## src/rtl/jbt_pkg.sv

```systemverilog
// Shared types, codes and literal tables of the JSON byte tokenizer.
package jbt_pkg;

  localparam logic [3:0] KindInt    = 4'd0;
  localparam logic [3:0] KindReal   = 4'd1;
  localparam logic [3:0] KindString = 4'd2;
  localparam logic [3:0] KindNull   = 4'd3;
  localparam logic [3:0] KindPunct  = 4'd6;
  localparam logic [3:0] KindError  = 4'd7;
  localparam logic [3:0] KindEnd    = 4'd8;

  localparam logic [7:0] ChTab    = 8'd9;
  localparam logic [7:0] ChLf     = 8'd10;
  localparam logic [7:0] ChCr     = 8'd13;
  localparam logic [7:0] ChSpace  = 8'd32;
  localparam logic [7:0] ChQuote  = 8'd34;
  localparam logic [7:0] ChBslash = 8'd92;

  localparam int unsigned MaxResults = 3;

  typedef struct packed {
    logic [3:0] kind;
    logic [7:0] data;
    logic       byte_valid;
    logic       done;
  } result_t;

  typedef struct packed {
    logic [1:0]                   cnt;
    result_t [MaxResults-1:0]     res;
  } bundle_t;

  function automatic result_t mk_result(logic [3:0] kind, logic [7:0] data,
                                        logic byte_valid, logic done);
    result_t r;
    r.kind       = kind;
    r.data       = data;
    r.byte_valid = byte_valid;
    r.done       = done;
    return r;
  endfunction

  function automatic logic [2:0] lit_len(logic [1:0] which);
    logic [2:0] len;
    unique case (which)
      2'd0:    len = 3'd4;
      2'd1:    len = 3'd4;
      2'd2:    len = 3'd5;
      default: len = 3'd0;
    endcase
    return len;
  endfunction

  function automatic logic [7:0] lit_char(logic [1:0] which, logic [2:0] pos);
    logic [7:0] c;
    c = 8'd0;
    unique case (which)
      2'd0: begin
        unique case (pos)
          3'd0:    c = "n";
          3'd1:    c = "u";
          3'd2:    c = "l";
          3'd3:    c = "l";
          default: c = 8'd0;
        endcase
      end
      2'd1: begin
        unique case (pos)
          3'd0:    c = "t";
          3'd1:    c = "r";
          3'd2:    c = "u";
          3'd3:    c = "e";
          default: c = 8'd0;
        endcase
      end
      2'd2: begin
        unique case (pos)
          3'd0:    c = "f";
          3'd1:    c = "a";
          3'd2:    c = "l";
          3'd3:    c = "s";
          3'd4:    c = "e";
          default: c = 8'd0;
        endcase
      end
      default: c = 8'd0;
    endcase
    return c;
  endfunction

endpackage

```

## src/rtl/jbt_front.sv

```systemverilog
// Front end: accepts text bytes, runs the lexer state and forms result bundles.
module jbt_front (
  input  logic             clk_i,
  input  logic             rst_ni,
  input  logic             in_valid_i,
  output logic             in_stall_o,
  input  logic [7:0]       in_byte_i,
  input  logic             q_full_i,
  output logic             q_push_o,
  output jbt_pkg::bundle_t q_data_o
);

  localparam logic [2:0] ModeIdle    = 3'd0;
  localparam logic [2:0] ModeNumber  = 3'd1;
  localparam logic [2:0] ModeString  = 3'd2;
  localparam logic [2:0] ModeEscape  = 3'd3;
  localparam logic [2:0] ModeLiteral = 3'd4;

  logic [2:0] mode_q, mode_d;
  logic       dot_q, dot_d;
  logic [1:0] which_q, which_d;
  logic [2:0] pos_q, pos_d;

  jbt_pkg::bundle_t bnd;
  logic [1:0]       n;
  logic             idle_go;
  logic             dot_next;
  logic [3:0]       num_kind;
  logic [2:0]       len;
  logic [2:0]       pos_inc;
  logic             lit_match;
  logic [1:0]       new_which;
  logic             accept;

  assign accept     = in_valid_i && !q_full_i;
  assign in_stall_o = q_full_i;

  always_comb begin
    mode_d    = mode_q;
    dot_d     = dot_q;
    which_d   = which_q;
    pos_d     = pos_q;
    bnd       = '0;
    n         = 2'd0;
    idle_go   = 1'b0;
    num_kind  = dot_q ? jbt_pkg::KindReal : jbt_pkg::KindInt;
    dot_next  = dot_q | (in_byte_i == ".");
    len       = jbt_pkg::lit_len(which_q);
    pos_inc   = pos_q + 3'd1;
    lit_match = (pos_q < len) && (pos_q < 3'd5) &&
                (jbt_pkg::lit_char(which_q, pos_q) == in_byte_i);
    new_which = (in_byte_i == "n") ? 2'd0 : (in_byte_i == "t") ? 2'd1 : 2'd2;

    if (in_byte_i == 8'd0) begin
      unique case (mode_q)
        ModeNumber: begin
          bnd.res[n] = jbt_pkg::mk_result(num_kind, 8'd0, 1'b0, 1'b1);
          n = n + 2'd1;
        end
        ModeEscape: begin
          bnd.res[n] = jbt_pkg::mk_result(jbt_pkg::KindString, jbt_pkg::ChBslash,
                                          1'b1, 1'b0);
          n = n + 2'd1;
          bnd.res[n] = jbt_pkg::mk_result(jbt_pkg::KindString, 8'd0, 1'b0, 1'b1);
          n = n + 2'd1;
        end
        ModeString: begin
          bnd.res[n] = jbt_pkg::mk_result(jbt_pkg::KindString, 8'd0, 1'b0, 1'b1);
          n = n + 2'd1;
        end
        ModeLiteral: begin
          bnd.res[n] = jbt_pkg::mk_result(jbt_pkg::KindError, 8'd0, 1'b0, 1'b1);
          n = n + 2'd1;
        end
        default: ;
      endcase
      bnd.res[n] = jbt_pkg::mk_result(jbt_pkg::KindEnd, 8'd0, 1'b0, 1'b0);
      n = n + 2'd1;
      mode_d  = ModeIdle;
      dot_d   = 1'b0;
      which_d = 2'd0;
      pos_d   = 3'd0;
    end else begin
      unique case (mode_q)
        ModeNumber: begin
          if ((in_byte_i >= "0" && in_byte_i <= "9") || in_byte_i == ".") begin
            dot_d = dot_next;
            bnd.res[n] = jbt_pkg::mk_result(dot_next ? jbt_pkg::KindReal
                                                     : jbt_pkg::KindInt,
                                            in_byte_i, 1'b1, 1'b0);
            n = n + 2'd1;
          end else begin
            bnd.res[n] = jbt_pkg::mk_result(num_kind, 8'd0, 1'b0, 1'b1);
            n = n + 2'd1;
            idle_go = 1'b1;
          end
        end
        ModeString: begin
          if (in_byte_i == jbt_pkg::ChQuote) begin
            bnd.res[n] = jbt_pkg::mk_result(jbt_pkg::KindString, 8'd0, 1'b0, 1'b1);
            n = n + 2'd1;
            mode_d = ModeIdle;
          end else if (in_byte_i == jbt_pkg::ChBslash) begin
            mode_d = ModeEscape;
          end else begin
            bnd.res[n] = jbt_pkg::mk_result(jbt_pkg::KindString, in_byte_i,
                                            1'b1, 1'b0);
            n = n + 2'd1;
          end
        end
        ModeEscape: begin
          if (in_byte_i == jbt_pkg::ChQuote || in_byte_i == jbt_pkg::ChBslash) begin
            bnd.res[n] = jbt_pkg::mk_result(jbt_pkg::KindString, in_byte_i,
                                            1'b1, 1'b0);
            n = n + 2'd1;
          end else if (in_byte_i == "r") begin
            bnd.res[n] = jbt_pkg::mk_result(jbt_pkg::KindString, jbt_pkg::ChCr,
                                            1'b1, 1'b0);
            n = n + 2'd1;
          end else if (in_byte_i == "n") begin
            bnd.res[n] = jbt_pkg::mk_result(jbt_pkg::KindString, jbt_pkg::ChLf,
                                            1'b1, 1'b0);
            n = n + 2'd1;
          end else begin
            bnd.res[n] = jbt_pkg::mk_result(jbt_pkg::KindString, jbt_pkg::ChBslash,
                                            1'b1, 1'b0);
            n = n + 2'd1;
            bnd.res[n] = jbt_pkg::mk_result(jbt_pkg::KindString, in_byte_i,
                                            1'b1, 1'b0);
            n = n + 2'd1;
          end
          mode_d = ModeString;
        end
        ModeLiteral: begin
          if (lit_match) begin
            pos_d = pos_inc;
            if (pos_inc >= len) begin
              bnd.res[n] = jbt_pkg::mk_result(jbt_pkg::KindNull + {2'b00, which_q},
                                              in_byte_i, 1'b1, 1'b1);
              mode_d = ModeIdle;
            end else begin
              bnd.res[n] = jbt_pkg::mk_result(jbt_pkg::KindNull + {2'b00, which_q},
                                              in_byte_i, 1'b1, 1'b0);
            end
            n = n + 2'd1;
          end else begin
            bnd.res[n] = jbt_pkg::mk_result(jbt_pkg::KindError, in_byte_i,
                                            1'b1, 1'b1);
            n = n + 2'd1;
            mode_d = ModeIdle;
          end
        end
        default: idle_go = 1'b1;
      endcase

      if (idle_go) begin
        mode_d = ModeIdle;
        if (in_byte_i == jbt_pkg::ChSpace || in_byte_i == jbt_pkg::ChTab ||
            in_byte_i == jbt_pkg::ChCr || in_byte_i == jbt_pkg::ChLf) begin
          mode_d = ModeIdle;
        end else if (in_byte_i == "-" || (in_byte_i >= "0" && in_byte_i <= "9")) begin
          mode_d = ModeNumber;
          dot_d  = 1'b0;
          bnd.res[n] = jbt_pkg::mk_result(jbt_pkg::KindInt, in_byte_i, 1'b1, 1'b0);
          n = n + 2'd1;
        end else if (in_byte_i == jbt_pkg::ChQuote) begin
          mode_d = ModeString;
        end else if (in_byte_i == "n" || in_byte_i == "t" || in_byte_i == "f") begin
          which_d = new_which;
          pos_d   = 3'd1;
          mode_d  = ModeLiteral;
          bnd.res[n] = jbt_pkg::mk_result(jbt_pkg::KindNull + {2'b00, new_which},
                                          in_byte_i, 1'b1, 1'b0);
          n = n + 2'd1;
        end else if (in_byte_i == "[" || in_byte_i == "]" || in_byte_i == "{" ||
                     in_byte_i == "}" || in_byte_i == "," || in_byte_i == ":") begin
          bnd.res[n] = jbt_pkg::mk_result(jbt_pkg::KindPunct, in_byte_i, 1'b1, 1'b1);
          n = n + 2'd1;
        end else begin
          bnd.res[n] = jbt_pkg::mk_result(jbt_pkg::KindError, in_byte_i, 1'b1, 1'b1);
          n = n + 2'd1;
        end
      end
    end
    bnd.cnt = n;
  end

  assign q_push_o = accept && (n != 2'd0);
  assign q_data_o = bnd;

  always_ff @(posedge clk_i or negedge rst_ni) begin
    if (!rst_ni) begin
      mode_q  <= ModeIdle;
      dot_q   <= 1'b0;
      which_q <= 2'd0;
      pos_q   <= 3'd0;
    end else if (accept) begin
      mode_q  <= mode_d;
      dot_q   <= dot_d;
      which_q <= which_d;
      pos_q   <= pos_d;
    end
  end

endmodule

```

## src/rtl/jbt_queue.sv

```systemverilog
// Small first-in first-out queue of result bundles between front and back.
module jbt_queue #(
  parameter int unsigned Depth = 4
) (
  input  logic             clk_i,
  input  logic             rst_ni,
  input  logic             push_i,
  input  jbt_pkg::bundle_t push_data_i,
  output logic             full_o,
  input  logic             pop_i,
  output logic             empty_o,
  output jbt_pkg::bundle_t head_o
);

  localparam int unsigned PtrW = (Depth > 1) ? $clog2(Depth) : 1;
  localparam int unsigned CntW = $clog2(Depth + 1);
  localparam logic [PtrW-1:0] LastPtr = PtrW'(Depth - 1);
  localparam logic [CntW-1:0] FullCnt = CntW'(Depth);

  jbt_pkg::bundle_t mem_q [Depth];
  logic [PtrW-1:0]  wr_ptr_q, rd_ptr_q;
  logic [CntW-1:0]  cnt_q;
  logic             do_push, do_pop;

  assign full_o  = (cnt_q == FullCnt);
  assign empty_o = (cnt_q == '0);
  assign head_o  = mem_q[rd_ptr_q];
  assign do_push = push_i && !full_o;
  assign do_pop  = pop_i && !empty_o;

  always_ff @(posedge clk_i) begin
    if (do_push) begin
      mem_q[wr_ptr_q] <= push_data_i;
    end
  end

  always_ff @(posedge clk_i or negedge rst_ni) begin
    if (!rst_ni) begin
      wr_ptr_q <= '0;
      rd_ptr_q <= '0;
      cnt_q    <= '0;
    end else begin
      if (do_push) begin
        wr_ptr_q <= (wr_ptr_q == LastPtr) ? '0 : wr_ptr_q + PtrW'(1);
      end
      if (do_pop) begin
        rd_ptr_q <= (rd_ptr_q == LastPtr) ? '0 : rd_ptr_q + PtrW'(1);
      end
      if (do_push && !do_pop) begin
        cnt_q <= cnt_q + CntW'(1);
      end else if (do_pop && !do_push) begin
        cnt_q <= cnt_q - CntW'(1);
      end
    end
  end

endmodule

```

## src/rtl/jbt_back.sv

```systemverilog
// Back end: unpacks queued bundles into single results behind an output register.
module jbt_back (
  input  logic             clk_i,
  input  logic             rst_ni,
  input  logic             q_empty_i,
  input  jbt_pkg::bundle_t q_head_i,
  output logic             q_pop_o,
  output logic             out_valid_o,
  input  logic             out_stall_i,
  output logic [3:0]       token_kind_o,
  output logic [7:0]       out_byte_o,
  output logic             byte_valid_o,
  output logic             token_done_o,
  output logic             run_last_o
);

  logic [1:0]       idx_q;
  logic             valid_q;
  jbt_pkg::result_t res_q;
  logic             last_q;
  logic             load;
  logic             is_last;

  assign load    = !q_empty_i && (!valid_q || !out_stall_i);
  assign is_last = (idx_q == (q_head_i.cnt - 2'd1));
  assign q_pop_o = load && is_last;

  always_ff @(posedge clk_i or negedge rst_ni) begin
    if (!rst_ni) begin
      valid_q <= 1'b0;
      idx_q   <= 2'd0;
    end else begin
      if (load) begin
        valid_q <= 1'b1;
        idx_q   <= is_last ? 2'd0 : idx_q + 2'd1;
      end else if (!out_stall_i) begin
        valid_q <= 1'b0;
      end
    end
  end

  always_ff @(posedge clk_i) begin
    if (load) begin
      res_q  <= q_head_i.res[idx_q];
      last_q <= is_last;
    end
  end

  assign out_valid_o  = valid_q;
  assign token_kind_o = res_q.kind;
  assign out_byte_o   = res_q.data;
  assign byte_valid_o = res_q.byte_valid;
  assign token_done_o = res_q.done;
  assign run_last_o   = last_q;

endmodule

```

## src/rtl/json_byte_tokenizer.sv

```systemverilog
// Top level of the streaming JSON byte tokenizer.
//
// Usage: the input channel takes one text byte per request on in_byte_i, with
// in_valid_i and in_stall_o; a zero byte marks the end of the text. The output
// channel gives one result per request on out_valid_o and out_stall_i, with
// token_kind_o, out_byte_o, byte_valid_o, token_done_o and run_last_o; run_last_o
// marks the last result caused by one input byte.
// Results of a byte enter the bundle queue, then the back end's output register.
// Throughput is one byte per cycle while each byte gives at most one result and
// the receiver does not stall; a byte with several results takes a slot for each,
// and bytes with no result (whitespace, an opening quote, a backslash) take none.
// Unless stalled, the output side sends one result per cycle from the queue, so
// the queue of QueueDepth bundles absorbs the bursts of two and three results.
// After reset the lexer is idle between tokens and the queue is empty.
// When the receiver stalls, the current result holds; once the queue fills,
// in_stall_o rises and no further bytes are taken.
module json_byte_tokenizer #(
  parameter int unsigned QueueDepth = 4
) (
  input  logic       clk_i,
  input  logic       rst_ni,
  input  logic       in_valid_i,
  output logic       in_stall_o,
  input  logic [7:0] in_byte_i,
  output logic       out_valid_o,
  input  logic       out_stall_i,
  output logic [3:0] token_kind_o,
  output logic [7:0] out_byte_o,
  output logic       byte_valid_o,
  output logic       token_done_o,
  output logic       run_last_o
);

  logic             q_push, q_full, q_pop, q_empty;
  jbt_pkg::bundle_t q_wdata, q_head;

  jbt_front u_front (
    .clk_i      (clk_i),
    .rst_ni     (rst_ni),
    .in_valid_i (in_valid_i),
    .in_stall_o (in_stall_o),
    .in_byte_i  (in_byte_i),
    .q_full_i   (q_full),
    .q_push_o   (q_push),
    .q_data_o   (q_wdata)
  );

  jbt_queue #(
    .Depth (QueueDepth)
  ) u_queue (
    .clk_i       (clk_i),
    .rst_ni      (rst_ni),
    .push_i      (q_push),
    .push_data_i (q_wdata),
    .full_o      (q_full),
    .pop_i       (q_pop),
    .empty_o     (q_empty),
    .head_o      (q_head)
  );

  jbt_back u_back (
    .clk_i        (clk_i),
    .rst_ni       (rst_ni),
    .q_empty_i    (q_empty),
    .q_head_i     (q_head),
    .q_pop_o      (q_pop),
    .out_valid_o  (out_valid_o),
    .out_stall_i  (out_stall_i),
    .token_kind_o (token_kind_o),
    .out_byte_o   (out_byte_o),
    .byte_valid_o (byte_valid_o),
    .token_done_o (token_done_o),
    .run_last_o   (run_last_o)
  );

endmodule
```

## config.mk

```make
export PLATFORM = sky130hd
export DESIGN_NAME = json_byte_tokenizer
export DESIGN_NICKNAME = d
export VERILOG_FILES = /design/src/rtl/jbt_pkg.sv /design/src/rtl/jbt_front.sv /design/src/rtl/jbt_queue.sv /design/src/rtl/jbt_back.sv /design/src/rtl/json_byte_tokenizer.sv
export SDC_FILE = /design/constraint.sdc
export NUM_CORES = 1
export LEC_CHECK = 0
export BUFFER_PORTS_ARGS = -buffer_cell sky130_fd_sc_hd__buf_2
export CAP_MARGIN = 20
export CORE_AREA = 2 2 145 183
export DETAILED_ROUTE_END_ITERATION = 10
export DIE_AREA = 0 0 147 185
export PLACE_DENSITY = 0.62
export SLEW_MARGIN = 20
export SYNTH_ARGS = -nofsm -noshare
export SYNTH_HDL_FRONTEND = slang
export SYNTH_SLANG_ARGS = --single-unit
```

## constraint.sdc

```tcl
create_clock -name clk_i -period 3.46 [get_ports clk_i]
set_input_delay 0.173 -clock clk_i [delete_from_list [all_inputs] [get_ports clk_i]]
set_output_delay 0.173 -clock clk_i [all_outputs]
set_load 0.02 [all_outputs]
```

==> impl_table.tex, run 1 <==
\begin{tabular}{lr}
\hline
Metric & Value \\
\hline
\multicolumn{2}{l}{\textbf{Synthesis}} \\
Most instantiated cells after synthesis & 191 x sky130\_fd\_sc\_hd\_\_edfxtp\_1, 44 x sky130\_fd\_sc\_hd\_\_mux4\_2, 43 x sky130\_fd\_sc\_hd\_\_nand2\_1 \\
Synthesized Nets & 742 \\
Number of cells produced by synthesis & 703 \\
Share of flip-flops with an asynchronous set or reset after synthesis & 9.048\% \\
Dominant cells by area after synthesis & sky130\_fd\_sc\_hd\_\_edfxtp\_1 57\%, sky130\_fd\_sc\_hd\_\_mux4\_2 9.9\%, sky130\_fd\_sc\_hd\_\_dfrtp\_1 4.7\% \\
Total number of yosys warnings & 0 \\
Cell taking the most area after synthesis & sky130\_fd\_sc\_hd\_\_edfxtp\_1 \\
Post-synth EDFFs & about 190 \\
Netlist area before placement & 10,050 um2 \\
Number of synthesized register bits & 210 \\
Portion of synthesized cell area occupied by the leading cell type & 57.08\% \\
Dominant synthesized flop cell & sky130\_fd\_sc\_hd\_\_edfxtp\_1 \\
Count of distinct cell types in the synthesized netlist & 77 \\
Mean area per synthesized cell & 14.29 um2 \\
Most instantiated library cell after synthesis & sky130\_fd\_sc\_hd\_\_edfxtp\_1 \\
Fraction of the yosys area taken by sequential cells & 61.81\% \\
\multicolumn{2}{l}{\textbf{Drt}} \\
Routed wire length & approximately 23,000 um \\
Remaining antenna violation count & 0 \\
Detailed Routing Iterations Pass 1 & 5 \\
DR WL/cell & 20.54 um \\
Final routed DRC violation total & 0 \\
Via-to-Cell Ratio & between 5 and 6 \\
Total number of vias & 6,223 \\
Number of design-rule violations left by the first detailed-router iteration & 456 \\
\multicolumn{2}{l}{\textbf{Final layout}} \\
P\&R area growth vs syn & 15.63\% \\
Net count reported at finish & 808 \\
Final standard cell utilization of the core & between 40\% and 50\% \\
Storage element area & $\sim$6200 um2 \\
Final design instance area without fill & 11,620 um2 \\
Fraction of final layout cells sized beyond drive strength 1 & 23.18\% \\
Fill count & 2,297 \\
Multi-input gate area in the final layout & 3587 um2 \\
Ant diodes & 0 \\
\multicolumn{2}{l}{\textbf{Floorplan}} \\
Vertical die dimension & 185 um \\
Std cell rows & 66 \\
Die Footprint & about 27,000 um2 \\
Die X & $\sim$150 um \\
Total core area & 25,600 um2 \\
Initial core utilization & between 30\% and 40\% \\
Top-Level Pins & 29 \\
\multicolumn{2}{l}{\textbf{Place}} \\
Buffers added on ports & 28 \\
Instance area after placement & approximately 11,000 um2 \\
Gp weighted congestion & 0.9579 \\
HPWL after DPL & between 15,000 and 20,000 um \\
\multicolumn{2}{l}{\textbf{Clock network}} \\
Clock tree buffer depth & 3 \\
Source-to-sink clock delay at the later pin of the worst-skew pair & 510 ps \\
Deepest level of the CTS H-tree & 1 \\
Setup fix buffers added after clock tree synthesis & 0 \\
Number of buffers created by CTS & 22 \\
Clock tree from TritonCTS & built \\
Clock-pin transition on the worst setup and hold timing paths & 60 ps \\
Clk sinks & 210 \\
CTS Root Cell & sky130\_fd\_sc\_hd\_\_clkbuf\_16 \\
\multicolumn{2}{l}{\textbf{Critical path}} \\
CP delay by family, top & simple AND/OR/NAND/NOR gates \\
Kind of critical path & reg2reg \\
Worst Setup End Kind & flip-flop \\
Critical Path Most Common Cell & sky130\_fd\_sc\_hd\_\_ha\_1 \\
Number of cells on the critical path & 9 \\
Arrival @ worst endpoint & 3530 ps \\
Maximum fanout along the worst path & 7 \\
Critical Path, Cell by Cell & ha\_1, ha\_1, or4\_1, nand3\_1, a311oi\_1, a41oi\_1, or4b\_4, a2111oi\_4, o21ai\_1 \\
Startpoint types & flip-flop \\
Buffering stage count on the worst path with inverters included & 0 \\
Cell at the slowest stage of the critical path & sky130\_fd\_sc\_hd\_\_or4\_1 \\
Crit path largest cell delay & 560 ps \\
Required time of the critical path & 3690 ps \\
Worst reg2reg path depth & 9 \\
\multicolumn{2}{l}{\textbf{Global route}} \\
Aggregate global-route resource usage & about 17\% \\
Global route total overflow & 0 \\
Largest net degree at the start of global routing & 45 \\
Number of global-route vias before repair & 6,302 \\
Wire length of the first global-routing pass & approximately 36,000 um \\
Antenna violations before repair & 0 \\
\multicolumn{2}{l}{\textbf{STA}} \\
Final worst-path cycle share & 95.45\% \\
Fmax & 302.8 MHz \\
Clock Skew & 27.00 ps \\
Final max-slew violation count & 0 \\
Worst rel slew slack & 44.18\% \\
Final Hold Viols & 0 \\
Minimum clock period & 3302 ps \\
Final setup violating endpoints & 0 \\
Slew at the pin closest to its max-slew limit & around 840 ps \\
\multicolumn{2}{l}{\textbf{Status}} \\
Run status & finished, final reports clean \\
\multicolumn{2}{l}{\textbf{Flow run}} \\
Max-cap violations & 0 \\
\multicolumn{2}{l}{\textbf{Power and ir drop}} \\
Peak ir drop on the vdd network & 0.3801 mV \\
Power per cell area & 878.4 nW/um2 \\
Leakage power of the design & 4.146 nW \\
\multicolumn{2}{l}{\textbf{Worst hold path}} \\
Path class of the lowest-slack min-delay path & in2async \\
\hline
\end{tabular}
-- logic make-up (layout without fill, tap and decap cells) --
kind of cell	after synthesis	count (layout)	synth area share [%]
compound gates	125	125	8.442
xor+xnor	8	8	0.6973
fa+ha+maj	27	27	3.437
buf+inv	70	152	2.739
flops	210	210	61.81
mux	64	64	11.98
simple gates	199	199	10.90
-- report_power, final --
part           total, mW  internal, mW  switching, mW
combinational       3.88          1.59           2.28
sequential          4.12          3.90          0.225
clock               2.21          1.25          0.957
total               10.2          6.74           3.46
-- cell usage in the layout, fill, tap and decap left out, drive strengths merged, types with 4 or more instances in the layout --
master,instances
edfxtp,191
buf,77
mux4,44
nand2,44
nor2,37
inv,34
clkbuf,30
ha,26
a21oi,25
and2,25
o21ai,24
o22ai,19
nor3,19
dfrtp,19
mux2i,16
nand2b,10
and3,10
nor2b,8
a31oi,8
nand3,7
o31ai,7
clkinv,7
or3,6
nor3b,6
xnor2,5
nand3b,5
nand4,4
a211oi,4
mux2,4
-- sequential cells by signal, summed over array words and instances (netlist names) --
name and cells:
u_back.byte_valid_o 1, u_back.idx_q 2, u_back.out_byte_o 8, u_back.out_valid_o 1
u_back.run_last_o 1, u_back.token_done_o 1, u_back.token_kind_o 4, u_front.dot_q 1
u_front.mode_q 3, u_front.pos_q 3, u_front.which_q 2, u_queue.cnt_q 3
u_queue.mem_q 176, u_queue.rd_ptr_q 2, u_queue.wr_ptr_q 2
-- per-stage QoR --
step	hold slack, ps	instances	power, mW	setup TNS [ps]	setup slack, ps
CTS	188.1	1125	10.30	0	74.19
floorplan	-122.6	703	6.747	0	235.8
global route	228.0	1125	10.78	-56.59	-16.38
detailed placement	187.7	1083	8.077	0	95.43
finish	184.0	1125	10.21	0	157.5
global placement	184.5	1083	8.043	0	168.1
-- metal layers --
metal / vias to the layer above / global-route usage [%] / routed length, um
li1: 2869 / - / -
met1: 3108 / 21.43 / 9369
met2: 202 / 31.10 / 11870
met3: 44 / 1.798 / 1079
met4: 0 / 6.846 / 791
met5: - / 0 / 0
-- worst paths after layout --
| kind | start | to | slack [ps] |
|---|---|---|---|
| max | u_front.pos_q[0] | u_queue.mem_q[0][0] | 160 |
| min | rst_ni | u_front.mode_q[0] | 180 |
| max reg2reg | u_front.pos_q[0] | u_queue.mem_q[0][0] | 160 |
| min reg2reg | u_queue.cnt_q[2] | u_queue.cnt_q[2] | 490 |
| max in group asynchronous | rst_ni | u_front.pos_q[0] | 2890 |
| min in group clk_i | in_valid_i | u_front.pos_q[1] | 230 |
-- what timing repair did --
action | 4_1_cts | 5_1_grt
hold buffers | 2 | 0
endpoints found under the setup margin | 0 | 12
gates resized for setup | 0 | 3
hold endpoints to repair | 20 | 0
-- final cells by class --
| class | instances | area share [%] |
|---|---|---|
| Sequential cell | 210 | 53.49 |
| Multi-Input combinational cell | 423 | 30.87 |
| Clock buffer | 30 | 5.255 |
| Timing Repair Buffer | 79 | 4.975 |
| Tap cell | 340 | 3.661 |
| Inverter | 33 | 1.109 |
| Clock inverter | 10 | 0.6354 |
-- worst register-to-register path, cell delays in order (launching register included) --
cell and delay [ps]:
sky130_fd_sc_hd__dfrtp_2 440, sky130_fd_sc_hd__ha_1 240, sky130_fd_sc_hd__ha_1 260, sky130_fd_sc_hd__or4_1 560, sky130_fd_sc_hd__nand3_1 130, sky130_fd_sc_hd__a311oi_1 90, sky130_fd_sc_hd__a41oi_1 230, sky130_fd_sc_hd__or4b_4 550
sky130_fd_sc_hd__a2111oi_4 370, sky130_fd_sc_hd__o21ai_1 160
Power figures use the tool's default switching activity.
==> run 2, diff against run 1 <==
--- a/config.mk
+++ b/config.mk
@@ -10,7 +10,6 @@
 export CORE_AREA = 2 2 145 183
 export DETAILED_ROUTE_END_ITERATION = 10
 export DIE_AREA = 0 0 147 185
-export PLACE_DENSITY = 0.62
 export SLEW_MARGIN = 20
 export SYNTH_ARGS = -nofsm -noshare
 export SYNTH_HDL_FRONTEND = slang
==> impl_table.tex, run 2 (synthesized netlist as in run 1, its figures left out) <==
\begin{tabular}{lr}
\hline
Metric & Value \\
\hline
\multicolumn{2}{l}{\textbf{Status}} \\
Run status & finished, final reports clean \\
\multicolumn{2}{l}{\textbf{Power and ir drop}} \\
Leakage power of the design & 4.210 nW (+1.6\%) \\
Peak ir drop on the vdd network & 0.4376 mV (+15\%) \\
Net Sw Frac & 33.36\% (-0.59 points) \\
Internal power consumption & 6.936 mW (+2.9\%) \\
Sw Pwr & 3.472 mW (+0.20\%) \\
Power per cell area & 888.5 nW/um2 (+1.2\%) \\
Portion of total power attributed to the clock network & 21.5\% (about the same) \\
Combinational fraction of design power & 39.1\% (+1.1 points) \\
Relative contribution of sequential cells to total power & 39.4\% (-1.0 points) \\
\multicolumn{2}{l}{\textbf{Clock network}} \\
Number of buffers created by CTS & 21 (-4.5\%) \\
Clock tree from TritonCTS & built \\
Deepest level of the CTS H-tree & 1 (unchanged) \\
Source-to-sink clock delay at the later pin of the worst-skew pair & 490 ps (-20 ps) \\
Clock-pin transition on the worst setup and hold timing paths & 60 ps (about the same) \\
CTS Root Cell & sky130\_fd\_sc\_hd\_\_clkbuf\_16 \\
Clock tree buffer depth & 3 (unchanged) \\
Clk sinks & 210 (unchanged) \\
\multicolumn{2}{l}{\textbf{Final layout}} \\
Ant diodes & 0 (unchanged) \\
P\&R area growth vs syn & 16.57\% \\
Net count reported at finish & 820 (+1.5\%) \\
Commonest non-fill, non-tap cell in the layout & sky130\_fd\_sc\_hd\_\_edfxtp\_1 \\
Max FFs per register & 176 (unchanged) \\
Register with the highest flop count & u\_queue.mem\_q \\
Fill count & 2,285 (-0.52\%) \\
Multi-input gate area in the final layout & 3591 um2 (+0.10\%) \\
Commonest cells after routing, fill and taps aside & 191 x sky130\_fd\_sc\_hd\_\_edfxtp\_1, 58 x sky130\_fd\_sc\_hd\_\_buf\_4, 44 x sky130\_fd\_sc\_hd\_\_mux4\_2, 43 x sky130\_fd\_sc\_hd\_\_nand2\_1, 37 x sky130\_fd\_sc\_hd\_\_nor2\_1 \\
Final standard cell utilization of the core & 45.76\% (+0.37 points) \\
Storage element area & 6213 um2 (about the same) \\
Fraction of final layout cells sized beyond drive strength 1 & 24.28\% (+1.1 points) \\
\multicolumn{2}{l}{\textbf{Global route}} \\
Wire length of the first global-routing pass & 37,920 um (+4.8\%) \\
Aggregate global-route resource usage & 18.03\% (+0.77 points) \\
Number of global-route vias before repair & 6,638 (+5.3\%) \\
Global route total overflow & 0 (unchanged) \\
Largest net degree at the start of global routing & 45 (unchanged) \\
Antenna violations before repair & 0 (unchanged) \\
\multicolumn{2}{l}{\textbf{Critical path}} \\
Kind of critical path & reg2reg \\
Reg2Reg Capture Point & u\_queue.mem\_q[0][11] \\
Crit path largest cell delay & 590 ps (+30 ps) \\
Worst Setup End Kind & flip-flop \\
Required time of the critical path & 3700 ps (about the same) \\
Maximum fanout along the worst path & 7 (unchanged) \\
Arrival @ worst endpoint & 3580 ps (+50 ps) \\
Critical Path Most Common Cell & sky130\_fd\_sc\_hd\_\_ha\_1 \\
Critical Path, Cell by Cell & ha\_1, ha\_1, or4\_1, nand3\_1, a311oi\_1, a41oi\_1, nor4b\_2, a31o\_2, a21oi\_1, buf\_4 \\
Buffering stage count on the worst path with inverters included & 1 (+1) \\
Register-to-register path setup slack & 120 ps (-40 ps) \\
Worst reg2reg path startpoint & u\_front.pos\_q[0] \\
Worst reg2reg path depth & 10 (+1) \\
Startpoint types & flip-flop \\
Cell at the slowest stage of the critical path & sky130\_fd\_sc\_hd\_\_nor4b\_2 \\
CP delay by family, top & simple AND/OR/NAND/NOR gates \\
\multicolumn{2}{l}{\textbf{Flow run}} \\
Max-cap violations & 0 (unchanged) \\
\multicolumn{2}{l}{\textbf{STA}} \\
Minimum clock period & 3340 ps (+37.41 ps) \\
Final setup violating endpoints & 0 (unchanged) \\
Slew at the pin closest to its max-slew limit & 856.9 ps (+19.55 ps) \\
Unrepaired setup endpoints after global routing & false \\
Worst rel slew slack & 42.87\% (-1.3 points) \\
Final Hold Viols & 0 (unchanged) \\
Post-route setup TNS & 0 ps (unchanged) \\
Hold\_ws & 178.7 ps (-5.302 ps) \\
Clock Skew & 6.820 ps (-20.18 ps) \\
Final max-slew violation count & 0 (unchanged) \\
Fmax & 299.4 MHz (-1.1\%) \\
Final worst-path cycle share & 96.53\% (+1.1 points) \\
\multicolumn{2}{l}{\textbf{Drt}} \\
Detailed Routing Iterations Pass 1 & 6 (+1) \\
Remaining antenna violation count & 0 (unchanged) \\
DR WL/cell & 21.34 um (+3.9\%) \\
Routed wire length & 24,220 um (+4.8\%) \\
Total number of vias & 6,381 (+2.5\%) \\
Via-to-Cell Ratio & 5.622 (+1.6\%) \\
Number of design-rule violations left by the first detailed-router iteration & 614 (+35\%) \\
Final routed DRC violation total & 0 (unchanged) \\
\multicolumn{2}{l}{\textbf{Floorplan}} \\
Die X & 147 um (unchanged) \\
Total core area & 25,600 um2 (unchanged) \\
Die Footprint & 27,200 um2 (unchanged) \\
Initial core utilization & 39.25\% (unchanged) \\
Std cell rows & 66 (unchanged) \\
Vertical die dimension & 185 um (unchanged) \\
Top-Level Pins & 29 (unchanged) \\
\multicolumn{2}{l}{\textbf{Place}} \\
Buffers added on ports & 28 (unchanged) \\
Gp weighted congestion & 0.8870 (-7.4\%) \\
HPWL after DPL & 17,110 um (+9.4\%) \\
\multicolumn{2}{l}{\textbf{Worst hold path}} \\
Path class of the lowest-slack min-delay path & in2async \\
\hline
\end{tabular}
-- run 2: cell count changes in the layout (fill, tap and decap cells not counted), sizes merged --
cell      change
clkinv        -2
buf          +13
bufinv        +2
inv           +1
clkinvlp      -1
clkbuf        -3
-- run 2: worst max path at each step --
stage	slack, ps	to	start	cells past startpoint
CTS	20	u_queue.mem_q[0][0]	u_front.pos_q[0]	9
detailed placement	50	u_queue.mem_q[2][0]	u_front.pos_q[0]	9
finish	120	u_queue.mem_q[0][11]	u_front.pos_q[0]	10
floorplan	240	u_queue.cnt_q[1]	in_byte_i[4]	12
global placement	150	u_queue.mem_q[0][0]	u_front.pos_q[0]	9
global route	40	u_queue.mem_q[2][11]	u_front.pos_q[0]	10
-- run 2: metrics by stage --
| step | power (mW) | cells | area (um2) | worst slack [ps] |
|---|---|---|---|---|
| 6_report | 10.41 | 1135 | 11710 | 120.1 |
| 4_1_cts | 10.53 | 1135 | 11690 | 23.95 |
| 3_3_place_gp | 8.150 | 1096 | 10990 | 152.8 |
| 5_1_grt | 11.00 | 1135 | 11710 | 40.88 |
| 2_1_floorplan | 6.747 | 703 | 10050 | 235.8 |
| 3_5_place_dp | 8.277 | 1096 | 10990 | 50.61 |
-- run 2: power by group through the flow --
stage | logic (mW) | registers (mW) | clock network, mW
2_1_floorplan | 2.54 | 4.21 | 0
3_5_place_dp | 4.12 | 4.16 | 0
5_1_grt | 4.46 | 4.16 | 2.38
6_report | 4.07 | 4.10 | 2.24
3_3_place_gp | 4.04 | 4.11 | 0
4_1_cts | 4.13 | 4.11 | 2.29
-- run 2: per-layer routing --
metal | track usage (%) | up-vias | wire length [um]
li1 | - | 2894 | -
met1 | 21.61 | 3231 | 9420
met2 | 33.24 | 199 | 12830
met3 | 2.143 | 57 | 1059
met4 | 7.000 | 0 | 912
met5 | 0 | - | 0
-- run 2: timing repair --
item	CTS	global route
hold buffers	2	0
endpoints found under the setup margin	0	13
gates resized for setup	0	3
hold endpoints to repair	20	0
setup buffers	0	0
-- run 2: worst reg2reg max path, cell delays in order, from the launching register on --
cell                       delay (ps)
sky130_fd_sc_hd__dfrtp_1          450
sky130_fd_sc_hd__ha_1             260
sky130_fd_sc_hd__ha_1             270
sky130_fd_sc_hd__or4_1            580
sky130_fd_sc_hd__nand3_1          130
sky130_fd_sc_hd__a311oi_1         100
sky130_fd_sc_hd__a41oi_1          240
sky130_fd_sc_hd__nor4b_2          590
sky130_fd_sc_hd__a31o_2           260
sky130_fd_sc_hd__a21oi_1           60
sky130_fd_sc_hd__buf_4            160
-- run 2: final cells by class --
cell class,instances,share of cell area [%]
clock inverter,10,0.9507
multi-input combinational,423,30.66
timing repair buffer,92,5.768
inverter,33,1.100
clock buffer,27,4.849
tap,340,3.632
sequential,210,53.04
